===== src/sv/bglc_pkg.sv =====
// Shared types, constants and helpers for the button gesture LED controller.
`default_nettype none
package bglc_pkg;

    localparam int LED_COUNT = 8;

    typedef logic [LED_COUNT-1:0] t_led;

    typedef enum logic [1:0] {
        GEST_NONE   = 2'd0,
        GEST_SHORT  = 2'd1,
        GEST_LONG   = 2'd2,
        GEST_DOUBLE = 2'd3
    } t_gesture;

    typedef enum logic [1:0] {
        CFG_LONG_TICKS       = 2'd0,
        CFG_SHORT_TICKS      = 2'd1,
        CFG_CHASE_STEP_TICKS = 2'd2,
        CFG_CHASE_STEPS      = 2'd3
    } t_cfg_idx;

    typedef struct packed {
        logic       we;
        t_cfg_idx   index;
        logic [7:0] data;
    } t_cfg_wr;

    typedef struct packed {
        logic [7:0] leds;
        t_gesture   gesture;
    } t_result;

    // left rotate within the LED row
    function automatic t_led rotl(input t_led p);
        return {p[LED_COUNT-2:0], p[LED_COUNT-1]};
    endfunction

    // low 8 bits of the LED row, zero-filled for short rows
    function automatic logic [7:0] led_port(input t_led p);
        logic [31:0] w;
        w = 32'(p);
        return w[7:0];
    endfunction

endpackage
`default_nettype wire


===== src/sv/bglc_engine.sv =====
// Gesture classifier state, configuration registers and LED pattern logic.
`default_nettype none
module bglc_engine (
    input  wire logic              i_clk,
    input  wire logic              i_rst_n,
    input  wire bglc_pkg::t_cfg_wr i_cfg,
    input  wire logic              i_accept,
    input  wire logic              i_pressed,
    output bglc_pkg::t_result      o_result
);

    typedef enum logic [1:0] {
        MODE_IDLE,
        MODE_CLASSIFY,
        MODE_LONG,
        MODE_CHASE
    } t_mode;

    localparam bglc_pkg::t_led LED_ONE = bglc_pkg::t_led'(1);
    localparam bglc_pkg::t_led LED_ALL = '1;

    logic [7:0] r_long_ticks, r_short_ticks, r_chase_step_ticks, r_chase_steps;

    t_mode          r_mode, n_mode;
    logic [7:0]     r_press_ticks, n_press_ticks;
    logic           r_released_seen, n_released_seen;
    bglc_pkg::t_led r_walk_pattern, n_walk_pattern;
    bglc_pkg::t_led r_chase_pattern, n_chase_pattern;
    logic [7:0]     r_chase_count, n_chase_count;
    logic [7:0]     r_step_ticks, n_step_ticks;
    bglc_pkg::t_led r_led_latch, n_led_latch;

    bglc_pkg::t_gesture gesture;
    logic [7:0]         chase_count_inc;
    bglc_pkg::t_led     chase_rot;

    assign chase_count_inc = (r_chase_count != 8'hFF) ? r_chase_count + 8'd1 : r_chase_count;
    assign chase_rot       = bglc_pkg::rotl(r_chase_pattern);

    always_comb begin
        n_mode          = r_mode;
        n_press_ticks   = r_press_ticks;
        n_released_seen = r_released_seen;
        n_walk_pattern  = r_walk_pattern;
        n_chase_pattern = r_chase_pattern;
        n_chase_count   = r_chase_count;
        n_step_ticks    = r_step_ticks;
        n_led_latch     = r_led_latch;
        gesture         = bglc_pkg::GEST_NONE;
        case (r_mode)
            MODE_IDLE: begin
                // the starting sample counts as the first classify tick
                if (i_pressed) begin
                    n_mode          = MODE_CLASSIFY;
                    n_released_seen = 1'b0;
                    n_press_ticks   = 8'd1;
                end
            end
            MODE_CLASSIFY: begin
                if (i_pressed) begin
                    if (r_released_seen) begin
                        gesture = bglc_pkg::GEST_DOUBLE;
                    end else if (r_press_ticks > r_long_ticks) begin
                        gesture = bglc_pkg::GEST_LONG;
                    end
                end else begin
                    n_released_seen = 1'b1;
                    if (r_press_ticks > r_short_ticks) begin
                        gesture = bglc_pkg::GEST_SHORT;
                    end
                end
                if (r_press_ticks != 8'hFF) begin
                    n_press_ticks = r_press_ticks + 8'd1;
                end
                if (gesture != bglc_pkg::GEST_NONE) begin
                    n_press_ticks   = 8'd0;
                    n_released_seen = 1'b0;
                end
                case (gesture)
                    bglc_pkg::GEST_SHORT: begin
                        n_led_latch    = r_walk_pattern;
                        n_walk_pattern = bglc_pkg::rotl(r_walk_pattern);
                        n_mode         = MODE_IDLE;
                    end
                    bglc_pkg::GEST_LONG: begin
                        n_led_latch = LED_ALL;
                        n_mode      = MODE_LONG;
                    end
                    bglc_pkg::GEST_DOUBLE: begin
                        n_chase_pattern = LED_ONE;
                        n_chase_count   = 8'd0;
                        n_step_ticks    = 8'd1;
                        n_led_latch     = LED_ONE;
                        n_mode          = MODE_CHASE;
                    end
                    default: ;
                endcase
            end
            MODE_LONG: begin
                if (i_pressed) begin
                    n_led_latch = LED_ALL;
                end else begin
                    n_led_latch = '0;
                    n_mode      = MODE_IDLE;
                end
            end
            MODE_CHASE: begin
                // step boundary: rotate, count, then keep going while held or while steps remain
                if (r_step_ticks >= r_chase_step_ticks) begin
                    n_chase_pattern = chase_rot;
                    n_chase_count   = chase_count_inc;
                    if (i_pressed || (chase_count_inc < r_chase_steps)) begin
                        n_led_latch  = chase_rot;
                        n_step_ticks = 8'd1;
                    end else begin
                        n_led_latch  = '0;
                        n_step_ticks = 8'd0;
                        n_mode       = MODE_IDLE;
                    end
                end else begin
                    n_step_ticks = r_step_ticks + 8'd1;
                end
            end
            default: ;
        endcase
    end

    assign o_result.leds    = bglc_pkg::led_port(n_led_latch);
    assign o_result.gesture = gesture;

    always_ff @(posedge i_clk) begin
        if (!i_rst_n) begin
            r_long_ticks       <= 8'd99;
            r_short_ticks      <= 8'd49;
            r_chase_step_ticks <= 8'd25;
            r_chase_steps      <= 8'd16;
            r_mode             <= MODE_IDLE;
            r_press_ticks      <= 8'd0;
            r_released_seen    <= 1'b0;
            r_walk_pattern     <= LED_ONE;
            r_chase_pattern    <= LED_ONE;
            r_chase_count      <= 8'd0;
            r_step_ticks       <= 8'd0;
            r_led_latch        <= '0;
        end else begin
            if (i_cfg.we) begin
                case (i_cfg.index)
                    bglc_pkg::CFG_LONG_TICKS:       r_long_ticks       <= i_cfg.data;
                    bglc_pkg::CFG_SHORT_TICKS:      r_short_ticks      <= i_cfg.data;
                    bglc_pkg::CFG_CHASE_STEP_TICKS: r_chase_step_ticks <= i_cfg.data;
                    bglc_pkg::CFG_CHASE_STEPS:      r_chase_steps      <= i_cfg.data;
                    default: ;
                endcase
            end
            if (i_accept) begin
                r_mode          <= n_mode;
                r_press_ticks   <= n_press_ticks;
                r_released_seen <= n_released_seen;
                r_walk_pattern  <= n_walk_pattern;
                r_chase_pattern <= n_chase_pattern;
                r_chase_count   <= n_chase_count;
                r_step_ticks    <= n_step_ticks;
                r_led_latch     <= n_led_latch;
            end
        end
    end

`ifndef SYNTHESIS
    a_walk_onehot: assert property (@(posedge i_clk) disable iff (!i_rst_n)
        $onehot(r_walk_pattern))
        else $error("walk pattern lost its single lit LED");

    a_chase_onehot: assert property (@(posedge i_clk) disable iff (!i_rst_n)
        $onehot(r_chase_pattern))
        else $error("chase pattern lost its single lit LED");

    a_long_all_lit: assert property (@(posedge i_clk) disable iff (!i_rst_n)
        (r_mode == MODE_LONG) |-> (r_led_latch == LED_ALL))
        else $error("long press mode without all LEDs lit");

    a_gesture_from_classify: assert property (@(posedge i_clk) disable iff (!i_rst_n)
        (i_accept && (gesture != bglc_pkg::GEST_NONE)) |=> (r_mode != MODE_CLASSIFY))
        else $error("classification did not end after a gesture");
`endif

endmodule
`default_nettype wire


===== src/sv/button_gesture_led_controller.sv =====
// Top level: sample handshake, output word register and gesture engine.
// Takes one button sample word per clock when the output side keeps up; each
// accepted sample yields exactly one result word (LED port value and gesture
// code) in the output register on the next cycle. The output register lets a
// new sample in while the previous result is being taken; o_stall rises only
// when a result is held and i_stall is high. Throughput is one word per cycle while
// o_stall is low, with the single-pass next-state logic of the engine feeding the register.
// Configuration writes take effect at the clock edge of i_cfg_we.
`default_nettype none
module button_gesture_led_controller (
    input  wire logic       i_clk,
    input  wire logic       i_rst_n,
    input  wire logic       i_cfg_we,
    input  wire logic [1:0] i_cfg_index,
    input  wire logic [7:0] i_cfg_data,
    input  wire logic       i_valid,
    output logic            o_stall,
    input  wire logic       i_button_pressed,
    output logic            o_valid,
    input  wire logic       i_stall,
    output logic [7:0]      o_leds,
    output logic [1:0]      o_gesture
);

    bglc_pkg::t_cfg_wr cfg;
    bglc_pkg::t_result result;
    logic              accept;
    logic              r_out_valid;
    logic [7:0]        r_leds;
    logic [1:0]        r_gesture;

    assign cfg.we    = i_cfg_we;
    assign cfg.index = bglc_pkg::t_cfg_idx'(i_cfg_index);
    assign cfg.data  = i_cfg_data;

    assign o_stall = r_out_valid && i_stall;
    assign accept  = i_valid && !o_stall;

    bglc_engine u_engine (
        .i_clk     (i_clk),
        .i_rst_n   (i_rst_n),
        .i_cfg     (cfg),
        .i_accept  (accept),
        .i_pressed (i_button_pressed),
        .o_result  (result)
    );

    always_ff @(posedge i_clk) begin
        if (!i_rst_n) begin
            r_out_valid <= 1'b0;
        end else if (accept) begin
            r_out_valid <= 1'b1;
        end else if (!i_stall) begin
            r_out_valid <= 1'b0;
        end
    end

    always_ff @(posedge i_clk) begin
        if (accept) begin
            r_leds    <= result.leds;
            r_gesture <= result.gesture;
        end
    end

    assign o_valid   = r_out_valid;
    assign o_leds    = r_leds;
    assign o_gesture = r_gesture;

endmodule
`default_nettype wire

===== config.mk =====
export PLATFORM = sky130hd
export DESIGN_NAME = button_gesture_led_controller
export DESIGN_NICKNAME = d
export VERILOG_FILES = /design/src/sv/bglc_pkg.sv /design/src/sv/bglc_engine.sv /design/src/sv/button_gesture_led_controller.sv
export SDC_FILE = /design/constraint.sdc
export NUM_CORES = 1
export LEC_CHECK = 0
export BUFFER_PORTS_ARGS = -buffer_cell sky130_fd_sc_hd__buf_2
export CAP_MARGIN = 20
export CELL_PAD_IN_SITES_DETAIL_PLACEMENT = 0
export CELL_PAD_IN_SITES_GLOBAL_PLACEMENT = 1
export CORE_ASPECT_RATIO = 0.5
export CORE_UTILIZATION = 39
export CTS_BUF_LIST = sky130_fd_sc_hd__clkbuf_8
export DETAILED_ROUTE_END_ITERATION = 8
export GPL_TIMING_DRIVEN = 1
export PLACE_DENSITY_LB_ADDON = 0.1
export SLEW_MARGIN = 20
export SYNTH_ARGS = -nofsm -noshare
export SYNTH_HDL_FRONTEND = slang
export SYNTH_SLANG_ARGS = --single-unit

===== constraint.sdc =====
create_clock -name i_clk -period 9.33 [get_ports i_clk]
set_clock_uncertainty 0.15 [all_clocks]
set_input_delay 0.4665 -clock i_clk [delete_from_list [all_inputs] [get_ports i_clk]]
set_output_delay 0.4665 -clock i_clk [all_outputs]
set_load 0.01 [all_outputs]

==> out/metrics.cfg, run 1 <==
[global_routing]
grt_pass1_vias = 4025
met3_usage = 0.0420
grt_util_met1 = 0.323
grtUsageMet2 = 0.290
grt_max_degree = 52
global_route.peak_usage_layer = met1
grt_pass1_wl_um = 22000
overflow = 0
grt_use_total = 0.207
antenna_found_initial = 0

[pwr]
power_frac_comb = 0.113
clkPwrFrac = 0.367
swShare = 0.273
p_sw_uw = 227
power_uw = 832
seqPwrFrac = 0.520
internal_power_uw = 605
p_leak_uw = 0.00210
ir_worst_vdd_uv = 60.5
power_density_nw_per_um2 = 149

[timing]
setup_violations = 0
rsz0062_at_grt = no
finalHoldViolCount = 0
max-slew-margin-rel = 0.287
drv_slew = 0
clock.fmax_ghz = 0.264
fin_setup_tns_ps = 0
worst_pin_slew_ps = 1070
fin_ws_ps = 5550
period_minus_slack_ps = 3780
timing.final.crit_share = 0.406

[logic_synthesis]
synth.area.top_cells = dfxtp_1 33%, ha_1 8.3%, nand2_1 6.5%, edfxtp_1 5.8%, a21oi_1 5.6%
yosys_warnings = 0
yosysSeqAreaShare = 0.385
syn_avg_cell_area_um2 = 8.15
mappedNetlistArea_um2 = 5150
synth_top_area_cell = dfxtp_1
synth_nets = 682
synth_edf_count = 10
synthDistinctLibCells = 59
synthCells = 632
ys.flop_type = dfxtp_1
async_reset_ff_frac = 0
synth_top_area_frac = 0.327
ys_ff_latch = 94

[critical_path]
arrival_ps = 3920
end_kind = register
cpMostUsedCell = ha_1
max_stage_delay_ps = 620
slowest_stage = o32a_1
path_class = register to register
worst-path-max-fanout = 11
crit_chain = ha_1 -> nand4_1 -> mux2_2 -> ha_1 -> a211oi_1 -> nand2_1 -> nor3_1 -> o32a_1 -> o21ai_1 -> a221oi_2
crit_required_ps = 9460
worst_setup_path_start_kind = register

[final_layout]
drive_gt1_frac = 0.0998
diodes = 0
final_common_cell = nand2_1
fin_util = 0.436
fin_area_um2 = 5570
area_delta_synth_final_pct = 8.24
layout_common_cells = 89 x nand2_1, 84 x dfxtp_1, 58 x a21oi_1, 47 x nor2_1, 37 x inv_1
nNetsFinal = 686

[run]
cap_violations = 0

[clocking]
clock_latency_ps = 370
h-tree-depth = 3
numCtsBuffers = 9
numClockSinks = 94
path_clk_slew_ps = 90
cts_root_buffer = clkbuf_8
cts_tree = done
ctsResizeCount = 0
cts_buffer_depth = 2
cts_hold_buf = 0
cts_setup_buffers = 0

[placement]
placed_area_um2 = 5360
place_hpwl_um = 9210
routabilityCongestion = 0.787
io_buffer_count = 27
post-place-ws_ps = 5610

[routing]
num_vias = 4437
wire_per_inst_um = 16.4
ant_nets = 0
drtIter0Drc = 310
firstDrtPassIters = 4
drc = 0
wirelength_um = 13300
vias_per_cell = 5.47

[die]
die_width_um = 164
die-area_um2 = 13700
num_rows = 29
ioPinCount = 28
start_util = 0.403
die_h_um = 83.2
coreArea_um2 = 12800

[hold_path]
holdCritPathClass = primary input to register

[status]
outcome = completed

-- synth_stat cells (all sizes together) (6+ instances only) --
cell    instances
nand2b          6
a221oi         10
nor3           16
inv            37
and3            9
edfxtp         10
a21oi          59
mux2i           9
buf            15
ha             34
xor2            8
dfxtp          84
o211ai         13
o21ai          43
clkbuf         22
nand2          89
nor2           47
a31oi          18
nand4          26
nand3          24
-- path summary, 6_finish.rpt --
check                            start                         to  slack [ps]  cells after the start
max          u_engine.r_chase_count[0]         u_engine.r_mode[0]        5550                     10
min                            i_valid                    o_valid         170                      2
max reg2reg  u_engine.r_chase_count[0]         u_engine.r_mode[0]        5550                     10
min reg2reg  u_engine.r_chase_steps[7]  u_engine.r_chase_steps[7]         310                      2
-- cells by family (layout without fill, tap and decap cells) --
group           after synthesis  count (layout)  share of synthesized area
mux                          10              10                     0.0197
compound gates              173             173                      0.219
fa+ha+maj                    34              34                     0.0826
flops                        94              94                      0.385
simple gates                235             235                      0.216
xor+xnor                     11              11                     0.0187
buf+inv                      75              84                     0.0595
-- power groups by stage --
stage | logic [uW] | registers, uW | clock network [uW]
after global routing | 106 | 435 | 333
after CTS | 94.1 | 433 | 317
final | 93.9 | 433 | 305
after floorplan | 68.0 | 439 | 0
after global placement | 94.0 | 442 | 0
after detailed placement | 93.8 | 442 | 0
-- critical path: cells and delay by family (launching register included) --
kind                       cells  cell delay, ps
AOI/OAI and AO/OA              4            1380
and+or+nand+nor                3             690
adders and majority gates      2             570
DFF                            1             490
muxes                          1             430
-- area by class of cell --
class                      count  area, um^2
multi-input combinational    463        2860
clock buffer                   9         124
timing repair buffer          30         158
clock inverter                 7        93.8
inverter                      38         143
sequential                    94        1980
fill                        1339        7200
tap                          170         213
-- layer usage --
layer  wire length (um)  share of wire
met5                  0              0
met2               5290           0.40
met1               7490           0.56
met4                 92         0.0069
met3                439          0.033
-- metrics by stage --
stage,hold slack (ps),std cells
3_5_place_dp,297,795
4_1_cts,157,811
6_report,174,811
2_1_floorplan,286,632
3_3_place_gp,292,795
5_1_grt,166,811
Note: power is estimated with default switching activity, not from simulation.
==> run 2, diff against run 1 <==
==> constraint.sdc (replaced) <==
create_clock -name i_clk -period 3.3 [get_ports i_clk]
set_clock_uncertainty 0.15 [all_clocks]
set_input_delay 0.165 -clock i_clk [delete_from_list [all_inputs] [get_ports i_clk]]
set_output_delay 0.165 -clock i_clk [all_outputs]
set_load 0.01 [all_outputs]
==> out/metrics.cfg, run 2 (same netlist as run 1, synthesis figures left out) <==
[clocking]
cts_tree = done
cts_setup_buffers = 0  ; unchanged
path_clk_slew_ps = 110  ; +20 ps
cts_buffer_depth = 2  ; unchanged
clock_latency_ps = 380  ; about the same
cts_root_buffer = clkbuf_8
numCtsBuffers = 9  ; unchanged
numClockSinks = 94  ; unchanged
h-tree-depth = 3  ; unchanged

[placement]
io_buffer_count = 27  ; unchanged
place_hpwl_um = 9730  ; +5.7%
routabilityCongestion = 0.894  ; +14%

[final_layout]
final_common_cell = nand2_1
nFillCells = 1327  ; -0.90%
diodes = 0  ; unchanged
nNetsFinal = 716  ; +4.4%
area_delta_synth_final_pct = 12.7
layout_common_cells = 89 x nand2_1, 83 x dfxtp_1, 58 x a21oi_1, 47 x nor2_1, 37 x inv_1
drive_gt1_frac = 0.128  ; +0.0283

[global_routing]
grt_max_degree = 39  ; -25%
antenna_found_initial = 0  ; unchanged
grt_pass1_wl_um = 22200  ; +0.94%
grt_use_total = 0.210  ; +0.00363
grt_pass1_vias = 4174  ; +3.7%
overflow = 0  ; unchanged

[critical_path]
max_stage_delay_ps = 420  ; -200 ps
crit_chain = and4_1 -> nand4_1 -> nor3_1 -> a21oi_1 -> ha_1 -> nand2_1 -> nor3_1 -> nand2_1 -> o32a_1 -> buf_4 -> a221oi_2 -> nand2_1
slowest_stage = dfxtp_1
cpMostUsedCell = nand2_1
worst-path-max-fanout = 10  ; -1
crit_required_ps = 3290  ; -6170 ps
end_kind = register
path_class = register to register
worst_setup_path_start_kind = register
arrival_ps = 3010  ; -910 ps

[routing]
drc = 0  ; unchanged
wirelength_um = 13700  ; +3.1%
vias_per_cell = 5.46  ; -0.26%
ant_nets = 0  ; unchanged
wire_per_inst_um = 16.3  ; -0.61%
firstDrtPassIters = 4  ; unchanged
num_vias = 4589  ; +3.4%
drtIter0Drc = 290  ; -6.5%

[timing]
drv_slew = 0  ; unchanged
fin_setup_tns_ps = 0  ; unchanged
period_minus_slack_ps = 3020  ; -760 ps
max-slew-margin-rel = 0.411  ; +0.124
clock.fmax_ghz = 0.331  ; +25%
worst_pin_slew_ps = 880  ; -186 ps
timing.final.crit_share = 0.917  ; +0.511
rsz0062_at_grt = no
setup_violations = 0  ; unchanged
finalHoldViolCount = 0  ; unchanged

[status]
outcome = completed

[die]
die-area_um2 = 13700  ; unchanged
die_h_um = 83.2  ; unchanged
coreArea_um2 = 12800  ; unchanged
ioPinCount = 28  ; unchanged
start_util = 0.403  ; unchanged
num_rows = 29  ; unchanged
die_width_um = 164  ; unchanged

[pwr]
power_uw = 2280  ; +170%
ir_worst_vdd_uv = 142  ; +140%
power_density_nw_per_um2 = 393  ; +160%
p_leak_uw = 0.00223  ; +6.3%

[hold_path]
holdCritPathClass = primary input to register

[run]
cap_violations = 0  ; unchanged

run 2: cell count changes in the layout (fill, tap and decap cells not counted), sizes merged:
cell | previous run | this run
buf | 30 | 50
clkinv | 3 | 6
dlygate4sd3 | 0 | 10
bufinv | 2 | 0
inv | 39 | 38
run 2: what timing repair did:
item | CTS | global route
hold buffers | 10 | 0
resized for setup | 0 | 1
endpoints found under the hold margin | 33 | 0
setup endpoints to repair | 0 | 2
run 2: worst max-delay path, delay by kind of cell, from the launching register on:
family | cells | cell delay (ps)
simple gates | 7 | 930
compound gates | 3 | 770
flops | 1 | 420
fa+ha+maj | 1 | 300
buf+inv | 1 | 200
run 2: final timing paths:
check | from | to | cells after the start | slack (ps)
setup / recovery | u_engine.r_chase_count[4] | o_leds[5] | 12 | 280
hold reg to reg | u_engine.r_chase_steps[3] | u_engine.r_chase_steps[3] | 2 | 310
setup reg to reg | u_engine.r_chase_count[4] | o_leds[5] | 12 | 280
hold / removal | i_cfg_index[1] | u_engine.r_short_ticks[0] | 4 | 110
run 2: per-stage QoR:
step                      cells   util  instance area, um^2  hold slack, ps  worst slack [ps]
final                       841  0.454                 5800             105               276
after global placement      815  0.431                 5510             241               346
after CTS                   841  0.454                 5800            83.0               280
after global routing        841  0.454                 5800             136              10.5
after detailed placement    815  0.431                 5510             246               299
after floorplan             632      -                 5150             139               258
run 2: final cells by class:
| class | count | area (um^2) | area share |
|---|---|---|---|
| sequential | 94 | 1980 | 0.342 |
| tap | 170 | 213 | 0.0367 |
| timing repair buffer | 60 | 408 | 0.0703 |
| inverter | 38 | 143 | 0.0246 |
| clock buffer | 9 | 124 | 0.0214 |
| multi-input combinational | 463 | 2860 | 0.493 |
| clock inverter | 7 | 70.1 | 0.0121 |
run 2: metal layers:
layer | track usage | share of wire
met1 | 0.322 | 0.55
met2 | 0.300 | 0.40
met3 | 0.0385 | 0.039
met4 | 0.0500 | 0.011
met5 | 0 | 0
run 2: power breakdown:
part / internal [uW] / switching (uW) / total (uW)
Sequential: 1200 / 27.7 / 1220
Combinational: 105 / 188 / 293
Clock: 291 / 473 / 764
Total: 1590 / 689 / 2280
